## src/hw/rtl/assert_macros.svh

```systemverilog
// Assertion helpers shared by the RTL files.
// Both macros expect clk and arst_n to be visible where they are used.
`ifndef ASSERT_MACROS_SVH
`define ASSERT_MACROS_SVH

// The consequent must hold in the same cycle as the antecedent.
`define ASSERT_IMPL(lbl, ante, cons, msg) \
	lbl: assert property (@(posedge clk) disable iff (!arst_n) (ante) |-> (cons)) \
		else $error(msg);

// The expression must never be true outside reset.
`define ASSERT_NEVER(lbl, expr, msg) \
	lbl: assert property (@(posedge clk) disable iff (!arst_n) !(expr)) \
		else $error(msg);

`endif

```

## src/hw/rtl/vryp_pkg.sv

```systemverilog
`default_nettype none

package vryp_pkg;

	// Fixed point formats.
	localparam int ANGLE_FRAC_BITS = 14;
	localparam int COORD_FRAC_BITS_DEF = 8;

	// Rotated coordinate, shifted depth and numerator widths.
	localparam int ROT_W = 19;
	localparam int ZC_W = 20;
	localparam int NUM_W = 36;

	// Quotient magnitude bits before saturation.
	localparam int QUO_W = 17;

	// Depths of the queue between the front and divider parts and of the result queue.
	localparam int MIDQ_DEPTH = 8;
	localparam int OUTQ_DEPTH = 32;

	// Register indexes of the configuration port.
	localparam logic [2:0] REG_COS = 3'd0;
	localparam logic [2:0] REG_SIN = 3'd1;
	localparam logic [2:0] REG_ZOFF = 3'd2;
	localparam logic [2:0] REG_WIDTH = 3'd3;
	localparam logic [2:0] REG_HEIGHT = 3'd4;

	// Word handed from the front part to the divider part.
	typedef struct packed {
		logic behind;
		logic [ZC_W-2:0] zc;
		logic signed [NUM_W-1:0] nx;
		logic signed [NUM_W-1:0] ny;
	} front_word_t;

	// One finished result word.
	typedef struct packed {
		logic signed [15:0] screen_x;
		logic signed [15:0] screen_y;
		logic behind_eye;
	} result_t;

endpackage

`default_nettype wire

```

## src/hw/rtl/vryp_back.sv

```systemverilog
`default_nettype none

module vryp_back import vryp_pkg::*; (
	input  wire logic clk,
	input  wire logic arst_n,
	input  wire logic in_valid,
	input  wire front_word_t in_word,
	output logic out_valid,
	output result_t out_res
);

	localparam int REM_W = NUM_W;
	localparam int DEN_W = ZC_W;
	localparam int CMP_W = DEN_W + QUO_W + 1;

	// Stage 0 is the sign split, stages 1 to QUO_W take one quotient bit each.
	logic valid_s [QUO_W+1];
	logic [REM_W-1:0] remx_s [QUO_W+1];
	logic [REM_W-1:0] remy_s [QUO_W+1];
	logic [QUO_W-1:0] qx_s [QUO_W+1];
	logic [QUO_W-1:0] qy_s [QUO_W+1];
	logic [DEN_W-1:0] den_s [QUO_W+1];
	logic negx_s [QUO_W+1];
	logic negy_s [QUO_W+1];
	logic ovfx_s [QUO_W+1];
	logic ovfy_s [QUO_W+1];
	logic behind_s [QUO_W+1];

	logic [REM_W-1:0] magx, magy;
	logic [DEN_W-1:0] den_n;
	logic [CMP_W-1:0] den_top;
	logic valid_q;
	result_t res_q;
	logic [15:0] sx_n, sy_n;

	// Stage 0: magnitudes, doubled depth and the overflow check.
	assign magx = in_word.nx[NUM_W-1] ? REM_W'(-in_word.nx) : REM_W'(in_word.nx);
	assign magy = in_word.ny[NUM_W-1] ? REM_W'(-in_word.ny) : REM_W'(in_word.ny);
	assign den_n = {in_word.zc, 1'b0};
	assign den_top = {1'b0, den_n, {QUO_W{1'b0}}};

	always_ff @(posedge clk or negedge arst_n) begin
		if (!arst_n) valid_s[0] <= 1'b0;
		else valid_s[0] <= in_valid;
	end

	always_ff @(posedge clk) begin
		remx_s[0] <= magx;
		remy_s[0] <= magy;
		qx_s[0] <= '0;
		qy_s[0] <= '0;
		den_s[0] <= den_n;
		negx_s[0] <= in_word.nx[NUM_W-1];
		negy_s[0] <= in_word.ny[NUM_W-1];
		ovfx_s[0] <= CMP_W'(magx) >= den_top;
		ovfy_s[0] <= CMP_W'(magy) >= den_top;
		behind_s[0] <= in_word.behind;
	end

	// Restoring division steps, most significant quotient bit first.
	for (genvar i = 0; i < QUO_W; i++) begin : g_step
		localparam int SH = QUO_W - 1 - i;
		logic [CMP_W-1:0] dsh, rx, ry;
		logic gex, gey;

		assign dsh = CMP_W'(den_s[i]) << SH;
		assign rx = CMP_W'(remx_s[i]);
		assign ry = CMP_W'(remy_s[i]);
		assign gex = rx >= dsh;
		assign gey = ry >= dsh;

		always_ff @(posedge clk or negedge arst_n) begin
			if (!arst_n) valid_s[i+1] <= 1'b0;
			else valid_s[i+1] <= valid_s[i];
		end

		always_ff @(posedge clk) begin
			remx_s[i+1] <= gex ? REM_W'(rx - dsh) : remx_s[i];
			remy_s[i+1] <= gey ? REM_W'(ry - dsh) : remy_s[i];
			qx_s[i+1] <= qx_s[i] | (QUO_W'(gex) << SH);
			qy_s[i+1] <= qy_s[i] | (QUO_W'(gey) << SH);
			den_s[i+1] <= den_s[i];
			negx_s[i+1] <= negx_s[i];
			negy_s[i+1] <= negy_s[i];
			ovfx_s[i+1] <= ovfx_s[i];
			ovfy_s[i+1] <= ovfy_s[i];
			behind_s[i+1] <= behind_s[i];
		end
	end

	// Sign restore and saturation to 16 bits.
	function automatic logic [15:0] sat_quo(input logic neg, input logic ovf,
		input logic [QUO_W-1:0] q);
		logic [15:0] r;
		if (neg) begin
			if (ovf || q > QUO_W'(32768)) r = 16'h8000;
			else r = 16'(-q);
		end else begin
			if (ovf || q > QUO_W'(32767)) r = 16'h7fff;
			else r = q[15:0];
		end
		return r;
	endfunction

	assign sx_n = sat_quo(negx_s[QUO_W], ovfx_s[QUO_W], qx_s[QUO_W]);
	assign sy_n = sat_quo(negy_s[QUO_W], ovfy_s[QUO_W], qy_s[QUO_W]);

	always_ff @(posedge clk or negedge arst_n) begin
		if (!arst_n) valid_q <= 1'b0;
		else valid_q <= valid_s[QUO_W];
	end

	always_ff @(posedge clk) begin
		res_q.behind_eye <= behind_s[QUO_W];
		res_q.screen_x <= behind_s[QUO_W] ? 16'sd0 : $signed(sx_n);
		res_q.screen_y <= behind_s[QUO_W] ? 16'sd0 : $signed(sy_n);
	end

	assign out_valid = valid_q;
	assign out_res = res_q;

endmodule

`default_nettype wire

```

## config.mk

```make
export PLATFORM = sky130hd
export DESIGN_NAME = vryp_back
export DESIGN_NICKNAME = d
export VERILOG_FILES = /design/src/hw/rtl/assert_macros.svh /design/src/hw/rtl/vryp_pkg.sv /design/src/hw/rtl/vryp_back.sv
export SDC_FILE = /design/constraint.sdc
export NUM_CORES = 2
export LEC_CHECK = 0
export BUFFER_PORTS_ARGS = -buffer_cell sky130_fd_sc_hd__buf_4
export CORE_MARGIN = 10
export CORE_UTILIZATION = 60
export DETAILED_ROUTE_END_ITERATION = 8
export HOLD_SLACK_MARGIN = 0.08
export PLACE_DENSITY = 0.76
export SETUP_SLACK_MARGIN = 0.3
export SLEW_MARGIN = 20
export SYNTH_ARGS = -nofsm -noshare
export SYNTH_HDL_FRONTEND = slang
export SYNTH_SLANG_ARGS = --single-unit
```

## constraint.sdc

```tcl
create_clock -name clk -period 9.5 [get_ports clk]
set_input_delay 0.475 -clock clk [delete_from_list [all_inputs] [get_ports clk]]
set_output_delay 0.475 -clock clk [all_outputs]
set_load 0.01 [all_outputs]
```

==> summary.txt <==
Die Span Y -> 400 um
Overall power consumption -> 35800 uW
DRC violation count after routing -> 0
Critical path capture point type -> register
Drt first-iter violations -> 5053
Part of the total power dissipated in sequential elements -> 0.360
Antenna violations before repair -> 15
Clock-pin slew on the worst setup and hold paths -> 0.07 ns
Most used DFF post-synth -> sky130_fd_sc_hd__dfxtp_1
Skew final -> 0.0616 ns
Fraction of registers with async set/reset -> 0.00952
Port buffer count -> 128
Fraction of the cycle the final worst path needs -> 0.539
Static power due to leakage -> 0.0425 uW
Total net switching power -> 13600 uW
Inserted Clock Buffers -> 192
Top-level I/O count -> 129
Syn_nets -> 9845
Die area -> 160000 um^2
Part of the total power dissipated in the clock network -> 0.234
Path depth of the worst reg2reg path -> 12
Starting utilization of the core area -> 0.603
Fill count -> 11201
Bufs on Longest Clock Path -> 3
Cell depth of the worst min-delay path -> 2
Distinct cell type count after synthesis -> 99
Pre-CTS setup slack -> 4.48 ns
Period minus WS final -> 5.12 ns
Aggregate routed wire length -> 242000 um
CTS HTree Levels -> 4
Summed instance area of the synthesized netlist -> 86600 um^2
Number of synthesized register bits -> 1995
Share of post-route cells with drive strength above 1 -> 0.0809
Floorplan Core Area -> 143000 um^2
Final sum of negative setup slack -> 0 ns
First drt pass iteration count -> 8
Clock net sink count -> 1995
Hold/Removal Path Class -> primary input to register
Max capacitance violation total -> 0
Internal Pwr Total -> 22200 uW
Post-synthesis sequential area ratio -> 0.462
Post-CTS Setup Inserts -> 0
Die outline width -> 400 um
Slew Limit Fails -> 0
Worst ir drop on vdd -> 260 uV
Startpoint of the tightest hold check path -> in_valid
Data required time of the worst path -> 10.24 ns
Avg Inst Size Synth -> 9.59 um^2
Worst-case setup margin in the final layout -> 4.38 ns
Clock tree from TritonCTS -> built
Number of enable-type register cells in the synthesized netlist -> 0
Pin count of the biggest net entering global routing -> 43
Detail Placement HPWL -> 188000 um
Nets -> 10161
Max Clock Freq -> 195 MHz
Resized cells post-CTS -> 0
Origin of the worst setup path -> in_word[41]
Relative max-transition margin -> 0.161
Gate Count Post-Synth -> 9028
Number of core rows -> 139
Worst setup path class -> primary input to register
Fraction of power spent switching nets -> 0.380
Count of endpoints failing hold in the final timing report -> 0
Power share of the combinational group -> 0.407
Critical path startpoint category -> primary input
Highest-count cells in the layout ignoring fill and taps -> sky130_fd_sc_hd__dfxtp_1, sky130_fd_sc_hd__nor2_1, sky130_fd_sc_hd__a21oi_1, sky130_fd_sc_hd__ha_1, sky130_fd_sc_hd__nand2_1
Slew at the pin closest to its max-slew limit -> 1.24 ns
Average detailed-routed wire length per instance -> 21.2 um
Overall overflow remaining after global route -> 0
Average vias per placed instance -> 5.88
Largest driver fanout on the critical path -> 5
Area Overhead vs Synth -> 13.3%
RSZ-0062 raised after global routing -> no
Share of the core filled with cells -> 0.683
Count of endpoints failing setup in the final report -> 0
Routability-driven placement congestion ratio -> 0.954
Source-to-sink clock delay at the later pin of the worst-skew pair -> 0.83 ns
R2r startpoint -> remx_s[15][2]
Result of the run -> completed
Synth warn -> 0
Total power divided by cell area -> 365 nW/um^2
Number of global-route vias before repair -> 66390
Total number of vias -> 67131
Global-route wire length before repair -> 375000 um
Total global routing track utilization -> 0.296
Most frequent standard cell in the layout excluding fill and tap cells -> sky130_fd_sc_hd__dfxtp_1
Root Buffer Master -> sky130_fd_sc_hd__clkbuf_16
Data arrival, critical path -> 5.86 ns
Antenna-violating nets left -> 0
[sequential cells by signal, summed over array words and instances (netlist names)]
register and count:
ovfx_s 18, remy_s 612, out_res 33, behind_s 18, negy_s 18, den_s 323
valid_s 18, qx_s 153, negx_s 18, remx_s 612, out_valid 1, ovfy_s 18
qy_s 153
[power groups by stage]
stage	Clock [uW]	Sequential (uW)	Combinational, uW
finish	8360	12900	14500
global route	8810	13100	16100
CTS	8460	12800	14400
detailed placement	0	13000	14200
global placement	0	12900	14000
floorplan	0	12100	10900
[cell families after synthesis]
| family | count (synthesis) | share of synthesized area |
|---|---|---|
| DFF | 1995 | 0.462 |
| xor gates and xnor gates | 746 | 0.0755 |
| and+or+nand+nor | 2519 | 0.146 |
| muxes | 170 | 0.0219 |
| buffers and inverters | 707 | 0.0309 |
| AOI/OAI and AO/OA | 2169 | 0.156 |
| adders and majority gates | 722 | 0.107 |
[synth_stat cells (38+ instances only)]
cell	n	area share
sky130_fd_sc_hd__nor4_1	135	0.0098
sky130_fd_sc_hd__o21bai_1	39	0.0034
sky130_fd_sc_hd__clkbuf_1	142	0.0062
sky130_fd_sc_hd__o21a_1	128	0.011
sky130_fd_sc_hd__mux2_2	154	0.020
sky130_fd_sc_hd__nor2b_1	110	0.0079
sky130_fd_sc_hd__dfxtp_1	1976	0.46
sky130_fd_sc_hd__or4_1	47	0.0041
sky130_fd_sc_hd__nor2_1	706	0.031
sky130_fd_sc_hd__a211oi_1	61	0.0053
sky130_fd_sc_hd__o31ai_1	86	0.0075
sky130_fd_sc_hd__nand2_1	587	0.025
sky130_fd_sc_hd__or3_1	80	0.0058
sky130_fd_sc_hd__xnor2_1	437	0.044
sky130_fd_sc_hd__nand4b_1	44	0.0045
sky130_fd_sc_hd__a31oi_1	76	0.0055
sky130_fd_sc_hd__nand4_1	112	0.0081
sky130_fd_sc_hd__or2_2	40	0.0029
sky130_fd_sc_hd__inv_1	532	0.023
sky130_fd_sc_hd__xor2_1	309	0.031
sky130_fd_sc_hd__o31a_1	38	0.0038
sky130_fd_sc_hd__ha_1	690	0.10
sky130_fd_sc_hd__nor3_1	167	0.0097
sky130_fd_sc_hd__o211ai_1	43	0.0037
sky130_fd_sc_hd__and3_1	41	0.0030
sky130_fd_sc_hd__nand3_1	154	0.0089
sky130_fd_sc_hd__a21o_1	225	0.020
sky130_fd_sc_hd__o21ai_0	529	0.031
sky130_fd_sc_hd__a21oi_1	692	0.040
sky130_fd_sc_hd__nand2b_1	140	0.010
[worst paths after layout]
path / to / slack, ns
worst max-delay path: ovfx_s[0] / 4.38
worst min-delay path: valid_s[17] / 0.30
worst max register to register: remx_s[16][31] / 5.32
worst min register to register: qx_s[8][14] / 0.31
max in group asynchronous: valid_s[2] / 8.22
min in group asynchronous: valid_s[9] / 0.79
[routing by layer]
| layer | vias to the layer above | wire [um] | GRT usage |
|---|---|---|---|
| met5 | - | 25 | 0 |
| met4 | 4 | 9550 | 0.113 |
| met3 | 526 | 12400 | 0.0423 |
| met2 | 2087 | 120000 | 0.530 |
| met1 | 31956 | 99600 | 0.356 |
| li1 | 32558 | - | - |
[per-stage QoR]
| stage | instance area, um^2 | hold WS (ns) | std cells |
|---|---|---|---|
| floorplan | 86600 | 0.179 | 9028 |
| CTS | 98000 | 0.250 | 11413 |
| global placement | 89600 | 0.310 | 10928 |
| detailed placement | 89600 | 0.312 | 10928 |
| global route | 98100 | 0.285 | 11419 |
| finish | 98100 | 0.300 | 11419 |
[layout make-up]
type | count | area, um^2 | area share
diodes | 6 | 15.0 | 0.000153
clock inverters | 111 | 1720 | 0.0176
flip-flops and latches | 1995 | 40000 | 0.408
multi-input cells | 6326 | 44000 | 0.448
clock buffers | 249 | 5410 | 0.0552
inverters | 536 | 2010 | 0.0205
well taps | 1903 | 2380 | 0.0243
repair buffers | 293 | 2510 | 0.0256
[critical path, stage by stage]
cell	delay, ns
sky130_fd_sc_hd__dlygate4sd3_1	0.56
sky130_fd_sc_hd__buf_4	0.15
sky130_fd_sc_hd__or4_1	0.57
sky130_fd_sc_hd__nor2_2	0.21
sky130_fd_sc_hd__nand3_1	0.16
sky130_fd_sc_hd__or2_1	0.32
sky130_fd_sc_hd__or3_4	0.39
sky130_fd_sc_hd__or4_1	0.60
sky130_fd_sc_hd__nand2b_4	0.21
sky130_fd_sc_hd__nor4b_1	0.46
sky130_fd_sc_hd__ha_1	0.21
sky130_fd_sc_hd__nand3_1	0.21
sky130_fd_sc_hd__nor4_1	0.43
sky130_fd_sc_hd__nand3b_1	0.11
sky130_fd_sc_hd__or4_1	0.39
sky130_fd_sc_hd__nor4_1	0.18
sky130_fd_sc_hd__nand4_1	0.15
sky130_fd_sc_hd__o21ai_0	0.09
[timing repair]
action,CTS,global route
hold buffers,125,0
hold endpoints to repair,116,0
setup endpoints to repair,0,0
Power figures use the tool's default switching activity.
