**src/hw/rtl/assert_macros.svh**
```systemverilog
// Assertion helpers shared by the RTL files.
// Both macros expect clk and arst_n to be visible where they are used.
`ifndef ASSERT_MACROS_SVH
`define ASSERT_MACROS_SVH

// The consequent must hold in the same cycle as the antecedent.
`define ASSERT_IMPL(lbl, ante, cons, msg) \
	lbl: assert property (@(posedge clk) disable iff (!arst_n) (ante) |-> (cons)) \
		else $error(msg);

// The expression must never be true outside reset.
`define ASSERT_NEVER(lbl, expr, msg) \
	lbl: assert property (@(posedge clk) disable iff (!arst_n) !(expr)) \
		else $error(msg);

`endif

```
**src/hw/rtl/vryp_pkg.sv**
```systemverilog
`default_nettype none

package vryp_pkg;

	// Fixed point formats.
	localparam int ANGLE_FRAC_BITS = 14;
	localparam int COORD_FRAC_BITS_DEF = 8;

	// Rotated coordinate, shifted depth and numerator widths.
	localparam int ROT_W = 19;
	localparam int ZC_W = 20;
	localparam int NUM_W = 36;

	// Quotient magnitude bits before saturation.
	localparam int QUO_W = 17;

	// Depths of the queue between the front and divider parts and of the result queue.
	localparam int MIDQ_DEPTH = 8;
	localparam int OUTQ_DEPTH = 32;

	// Register indexes of the configuration port.
	localparam logic [2:0] REG_COS = 3'd0;
	localparam logic [2:0] REG_SIN = 3'd1;
	localparam logic [2:0] REG_ZOFF = 3'd2;
	localparam logic [2:0] REG_WIDTH = 3'd3;
	localparam logic [2:0] REG_HEIGHT = 3'd4;

	// Word handed from the front part to the divider part.
	typedef struct packed {
		logic behind;
		logic [ZC_W-2:0] zc;
		logic signed [NUM_W-1:0] nx;
		logic signed [NUM_W-1:0] ny;
	} front_word_t;

	// One finished result word.
	typedef struct packed {
		logic signed [15:0] screen_x;
		logic signed [15:0] screen_y;
		logic behind_eye;
	} result_t;

endpackage

`default_nettype wire

```
**src/hw/rtl/vryp_fifo.sv**
```systemverilog
`default_nettype none

module vryp_fifo import vryp_pkg::*; #(
	parameter int WIDTH = 8,
	parameter int DEPTH = 8
) (
	input  wire logic clk,
	input  wire logic arst_n,
	input  wire logic push,
	input  wire logic [WIDTH-1:0] din,
	input  wire logic pop,
	output logic [WIDTH-1:0] dout,
	output logic empty
);

	localparam int AW = $clog2(DEPTH);

	logic [WIDTH-1:0] slot_q [DEPTH];
	logic [AW:0] wr_ptr_q;
	logic [AW:0] rd_ptr_q;

	// Pointers carry one extra bit to tell full from empty.
	always_ff @(posedge clk or negedge arst_n) begin
		if (!arst_n) begin
			wr_ptr_q <= '0;
			rd_ptr_q <= '0;
		end else begin
			if (push) wr_ptr_q <= wr_ptr_q + 1'b1;
			if (pop) rd_ptr_q <= rd_ptr_q + 1'b1;
		end
	end

	// Storage is written at the write pointer.
	always_ff @(posedge clk) begin
		if (push) slot_q[wr_ptr_q[AW-1:0]] <= din;
	end

	assign dout = slot_q[rd_ptr_q[AW-1:0]];
	assign empty = (wr_ptr_q == rd_ptr_q);

endmodule

`default_nettype wire

```
**config.mk**
```make
export PLATFORM = sky130hd
export DESIGN_NAME = vryp_fifo
export DESIGN_NICKNAME = d
export VERILOG_FILES = /design/src/hw/rtl/assert_macros.svh /design/src/hw/rtl/vryp_pkg.sv /design/src/hw/rtl/vryp_fifo.sv
export SDC_FILE = /design/constraint.sdc
export NUM_CORES = 1
export LEC_CHECK = 0
export BUFFER_PORTS_ARGS = -buffer_cell sky130_fd_sc_hd__buf_4
export CORE_MARGIN = 2
export CORE_UTILIZATION = 55
export CTS_BUF_LIST = sky130_fd_sc_hd__clkbuf_8
export CTS_CLUSTER_SIZE = 12
export DETAILED_ROUTE_END_ITERATION = 8
export PLACE_DENSITY = 0.8
export SLEW_MARGIN = 30
export SYNTH_ARGS = -nofsm -noshare
export SYNTH_HDL_FRONTEND = slang
export SYNTH_SLANG_ARGS = --single-unit
export TNS_END_PERCENT = 10
```
**constraint.sdc**
```tcl
create_clock -name clk -period 2.1 [get_ports clk]
set_clock_uncertainty 0.15 [all_clocks]
set_input_delay 0.105 -clock clk [delete_from_list [all_inputs] [get_ports clk]]
set_output_delay 0.105 -clock clk [all_outputs]
set_load 0.05 [all_outputs]
```
==> flow_summary_export.csv, run 1 <==
group,metric,value,unit
clocking,clock_latency,0.33,ns
final_layout,nets,196,
final_layout,areaGrowthSynthToFinish,22.8,%
pwr,p_leak,1.28,nW
timing,rsz0062_at_grt,"true",
worst_setup_path,crit_type,"reg -> out",
timing,maxSlewHeadroom,0.713,
pwr,cellPowerDensity,1520,nW/um^2
timing,period_share,1.04,
placed_design,dp_cells,228,
timing,finalHoldViolCount,0,
worst_setup_path,cp.depth,4,
global_route,grt_pass1_wl,8.14,mm
synth,synth_warnings,0,
route,wire_per_inst,20.3,um
status,violations,"negative setup slack",
worst_setup_path,reg2reg_to,"slot_q[7][4]$_DFFE_PP_",
placed_design,dp.final_hpwl,3.13,mm
clocking,numCtsBuffers,9,
clocking,clock-sinks,72,
pwr,vdd_drop_max,0.962,mV
worst_setup_path,worst_setup_path_start_kind,"register",
route,first_pass_iters,4,
synth,seq_area_frac_synth,0.730,
synth,syn_nets,149,
global_route,first_global_vias,1545,
die,die-area,5880,sq um
final_layout,num_antenna_cells,0,
global_route,antenna_found_initial,0,
worst_setup_path,cpMaxStageDelayCell,"mux4_1",
worst_setup_path,path_delay_family,"multiplexers",
placed_design,pre_cts_ws,0.210,ns
die,die_w,76.7,um
worst_setup_path,ff2ff_path_depth,2,
die,dieHeight,76.7,um
global_route,track_usage,0.197,
min_path,hold_class,"reg -> reg",
worst_setup_path,reg2reg_slack,0.51,ns
route,drc,0,
final_layout,drive_gt1_frac,0.369,
route,vias,1429,
die,fp.coreArea,5110,sq um
job,max-cap-violations,0,
final_layout,instances_no_fill,257,
clocking,htreeDepth,3,
synth,synth-seq-cells,72,
worst_setup_path,crit_path_end,"dout[7]",
timing,tightest_slew,0.429,ns
clocking,cts_tree,"done",
worst_setup_path,crit_buf_inv,2,
timing,max_freq,459,MHz
global_route,overflow,0,
clocking,cts_buffer_depth,2,
route,vias_per_cell,5.56,
synth,netlist_instances,135,
timing,drv_slew,0,
worst_setup_path,cp-end-kind,"output pin",
worst_setup_path,crit_path_max_incr_delay,0.56,ns
placed_design,globalplace.congestion,0.696,
timing,fin_ws,-0.0784,ns
clocking,clk_pin_slew,0.07,ns
final_layout,mostFrequentLayoutCells,"edfxtp_1, buf_4, dlygate4sd3_1",
timing,min_period,2.18,ns
route,drtIter0Drc,103,
die,rows,26,
timing,setup_viol,8,
die,ios,21,
final_layout,mostFrequentLayoutCell,"edfxtp_1",
die,initial_utilization,0.569,
synth,avgSynthCellArea,21.5,sq um
clocking,cts_root_buf,"clkbuf_8",
worst_setup_path,crit_chain,"buf_12 > mux4_1 > mux2_2 > buf_6",
worst_setup_path,path_max_fanout,10,
worst_setup_path,cp.required,1.85,ns
global_route,grt_max_degree,20,
route,ant_nets,0,
worst_setup_path,cp.arrival,1.92,ns
route,drt-total-wl,5.22,mm
status,status,"complete, but fails checks",
synth,netlist_area,2910,sq um
placed_design,io_buffers,20,
worst_setup_path,regToRegStartpoint,"wr_ptr_q[0]$_DFFE_PN0P_",
final_layout,fillCellCount,341,
worst_setup_path,startpoint,"rd_ptr_q[0]$_DFFE_PN0P_",
synth,synthDistinctLibCells,20,
==> worst min path at each step <==
stage / from / to / slack, ns / cells after the start
2_1_floorplan: arst_n / rd_ptr_q[0]$_DFFE_PN0P_ / -0.34 / 0
3_3_place_gp: arst_n / wr_ptr_q[3]$_DFFE_PN0P_ / -0.23 / 1
3_5_place_dp: arst_n / wr_ptr_q[0]$_DFFE_PN0P_ / -0.22 / 1
4_1_cts: wr_ptr_q[3]$_DFFE_PN0P_ / wr_ptr_q[3]$_DFFE_PN0P_ / 0.35 / 1
5_1_grt: wr_ptr_q[3]$_DFFE_PN0P_ / wr_ptr_q[3]$_DFFE_PN0P_ / 0.36 / 1
6_report: wr_ptr_q[3]$_DFFE_PN0P_ / wr_ptr_q[3]$_DFFE_PN0P_ / 0.35 / 1
==> what timing repair did <==
item                                   CTS  global route
hold buffers                            12             0
endpoints found under the hold margin   80             0
gates cloned                             1             0
setup endpoints to repair                8             9
buffers inserted                         1             0
resized for setup                       11             2
==> state kept, by name (all words and copies together), names as in the netlist <==
signal	flops
rd_ptr_q	4
slot_q	64
wr_ptr_q	4
==> cell type report <==
class                           instances  area, sq um  area share
Clock inverter                          7         96.3      0.0270
Timing Repair Buffer                   43          408       0.114
Clock buffer                            9          124      0.0347
Tap cell                               70         87.6      0.0245
Sequential cell                        72         2120       0.595
Multi-Input combinational cell         55          726       0.203
Inverter                                1         3.75     0.00105
==> per-stage QoR <==
step | instance area, sq um | hold slack (ns) | total power, W | util | TNS (ns)
2_1_floorplan | 2910 | -0.341 | 0.00358 | - | 0
3_3_place_gp | 3180 | -0.229 | 0.00401 | 0.623 | 0
3_5_place_dp | 3180 | -0.223 | 0.00410 | 0.623 | 0
4_1_cts | 3600 | 0.349 | 0.00553 | 0.705 | -0.695
5_1_grt | 3570 | 0.363 | 0.00566 | 0.699 | -0.842
6_report | 3570 | 0.352 | 0.00544 | 0.699 | -0.405
==> routing by layer <==
layer,wire length [um],vias to the layer above,track usage,share of wire
li1,-,643,-,-
met1,2190,741,0.239,0.42
met2,2800,39,0.342,0.54
met3,168,6,0.0471,0.032
met4,50,0,0.0782,0.0096
met5,0,-,0,0
==> cells by family (layout without fill, tap and decap cells) <==
logic type               after synthesis  after routing  synth area share
buffers and inverters                  8             60            0.0198
AND/OR/NAND/NOR                       17             17            0.0280
flip-flops                            72             72             0.730
adder cells (fa/ha/maj)                2              2           0.00861
XOR/XNOR                              10             10            0.0301
multiplexers                          26             26             0.183
==> Yosys cell counts <==
master,instances,share of area
nand4_1,2,0.0043
dfrtp_1,8,0.069
nand2_1,4,0.0052
nor3_1,2,0.0034
clkbuf_1,2,0.0026
buf_12,1,0.0069
xor2_1,6,0.018
nor2_1,5,0.0065
xnor2_1,4,0.012
mux4_1,9,0.081
nand2b_1,3,0.0065
inv_1,1,0.0013
mux2_2,3,0.012
ha_1,2,0.0086
buf_2,3,0.0052
edfxtp_1,64,0.66
buf_6,1,0.0039
nor4_1,1,0.0022
mux4_2,7,0.054
mux2_4,7,0.036
==> power breakdown <==
| part | total (W) | switching (W) | leakage [nW] | internal (W) |
|---|---|---|---|---|
| clock network | 0.00118 | 0.000512 | 0.101 | 0.000668 |
| registers | 0.00203 | 0.000198 | 0.673 | 0.00183 |
| logic | 0.00222 | 0.00117 | 0.509 | 0.00105 |
Power figures use the tool's default switching activity.
==> run 2, diff against run 1 <==
==> constraint.sdc (replaced) <==
create_clock -name clk -period 2.1 [get_ports clk]
set_clock_uncertainty 0.15 [all_clocks]
set_input_delay 0.315 -clock clk [delete_from_list [all_inputs] [get_ports clk]]
set_output_delay 0.315 -clock clk [all_outputs]
set_load 0.05 [all_outputs]
==> flow_summary_export.csv, run 2 (synthesis gave the netlist of run 1 again) <==
group,metric,value,unit
final_layout,nets,188,
timing,setup_viol,8,
final_layout,mostFrequentLayoutCells,"edfxtp_1, buf_4, mux4_2",
die,fp.coreArea,5110,sq um
clocking,htreeDepth,3,
worst_setup_path,path_max_fanout,7,
status,status,"complete, but fails checks",
timing,fin_ws,-0.258,ns
route,first_pass_iters,4,
route,vias_per_cell,5.57,
timing,tightest_slew,0.436,ns
worst_setup_path,regToRegStartpoint,"wr_ptr_q[2]$_DFFE_PN0P_",
final_layout,mostFrequentLayoutCell,"edfxtp_1",
pwr,vdd_drop_max,1.32,mV
timing,period_share,1.12,
route,vias,1388,
worst_setup_path,crit_type,"reg -> out",
global_route,track_usage,0.205,
die,die-area,5880,sq um
route,drc,0,
worst_setup_path,cp-end-kind,"output pin",
final_layout,num_antenna_cells,0,
timing,tns,-1.96,ns
timing,finalHoldViolCount,0,
clocking,cts_root_buf,"clkbuf_8",
worst_setup_path,cp.required,1.63,ns
timing,maxSlewHeadroom,0.709,
placed_design,io_buffers,20,
route,drt-total-wl,5.21,mm
worst_setup_path,worst_setup_path_start_kind,"register",
final_layout,fillCellCount,349,
global_route,overflow,0,
die,ios,21,
worst_setup_path,reg2reg_to,"slot_q[1][6]$_DFFE_PP_",
die,rows,26,
timing,rsz0062_at_grt,"true",
die,die_w,76.7,um
route,ant_nets,0,
global_route,first_global_vias,1512,
timing,drv_slew,0,
final_layout,drive_gt1_frac,0.436,
job,max-cap-violations,0,
min_path,hold_path_startpoint,"din[7]",
worst_setup_path,reg2reg_slack,0.40,ns
final_layout,multi_input_area,708,sq um
route,drtIter0Drc,144,
die,dieHeight,76.7,um
timing,min_period,2.36,ns
clocking,clk_pin_slew,0.08,ns
timing,max_freq,424,MHz
clocking,cts_tree,"done",
clocking,numCtsBuffers,9,
pwr,p_leak,1.25,nW
route,wire_per_inst,20.9,um
worst_setup_path,ff2ff_path_depth,3,
global_route,antenna_found_initial,0,
clocking,cts_buffer_depth,2,
global_route,grt_pass1_wl,8.38,mm
pwr,power,0.00559,W
min_path,min_path_cells,1,
worst_setup_path,cp.arrival,1.89,ns
global_route,grt_max_degree,14,
min_path,hold_end,"slot_q[3][7]$_DFFE_PP_",
die,initial_utilization,0.569,
clocking,clock-sinks,72,
placed_design,globalplace.congestion,0.714,
final_layout,largest_register_ffs,64,
status,violations,"negative setup slack",
min_path,hold_class,"in -> reg",
final_layout,regArea,2120,sq um
pwr,cellPowerDensity,1600,nW/um^2
final_layout,areaGrowthSynthToFinish,20.1,%
placed_design,dp.final_hpwl,3.31,mm
clocking,clock_latency,0.35,ns
==> run 2: cell types whose count changed in the layout (fill, tap and decap cells not counted), moves of 2 or more <==
| cell | before | now |
|---|---|---|
| dlygate4sd3_1 | 12 | 1 |
| clkinvlp_4 | 3 | 1 |
| mux4_1 | 7 | 0 |
| mux4_2 | 9 | 16 |
==> run 2: routing by layer <==
metal  part of all wire  up-vias  global-route usage
met5                  0        -                   0
met1               0.40      725               0.254
met4              0.015        0               0.102
li1                   -      616                   -
met2               0.54       41               0.329
met3              0.044        6              0.0671
==> run 2: worst max path at each step <==
stage | start | endpoint | slack, ns | cells after the start
6_report | rd_ptr_q[0]$_DFFE_PN0P_ | dout[4] | -0.26 | 4
2_1_floorplan | rd_ptr_q[0]$_DFFE_PN0P_ | empty | 0.13 | 4
3_3_place_gp | rd_ptr_q[0]$_DFFE_PN0P_ | dout[2] | 0.05 | 4
5_1_grt | rd_ptr_q[0]$_DFFE_PN0P_ | dout[2] | -0.32 | 4
3_5_place_dp | rd_ptr_q[0]$_DFFE_PN0P_ | dout[1] | 0.03 | 4
4_1_cts | rd_ptr_q[0]$_DFFE_PN0P_ | dout[5] | -0.33 | 5
==> run 2: metrics by stage <==
step	utilization	hold WS, ns	cell area [sq um]	setup WS, ns	std cells
finish	0.683	0.0438	3490	-0.258	249
global placement	0.632	-0.0132	3230	0.0521	231
global route	0.683	0.0224	3490	-0.316	249
CTS	0.692	0.0216	3530	-0.332	250
floorplan	-	-0.131	2920	0.131	135
detailed placement	0.632	-0.00749	3230	0.0262	231
==> run 2: critical path, stage by stage (launching register included) <==
cell and delay, ns:
dfrtp_2 0.44, buf_12 0.16, mux4_2 0.50, mux2_4 0.29
buf_6 0.15
==> run 2: timing repair <==
action / 4_1_cts / 5_1_grt
gates resized for setup: 16 / 7
gates cloned: 1 / 0
setup endpoints to repair: 9 / 9
pin swaps: 1 / 0
hold buffers: 1 / 0
endpoints found under the hold margin: 8 / 0
setup buffers: 1 / 0
==> run 2: final cells by class <==
cell class              count  share of cell area
inverters                   1             0.00108
repair buffers             35              0.0986
flip-flops and latches     72               0.609
clock inverters             6              0.0244
multi-input cells          55               0.203
clock buffers              10              0.0394
well taps                  70              0.0251
==> run 2: power breakdown <==
group | total (W) | switching, W | internal [W]
clock network | 0.00120 | 0.000507 | 0.000697
registers | 0.00202 | 0.000183 | 0.00184
logic | 0.00237 | 0.00123 | 0.00114
total | 0.00559 | 0.00192 | 0.00367
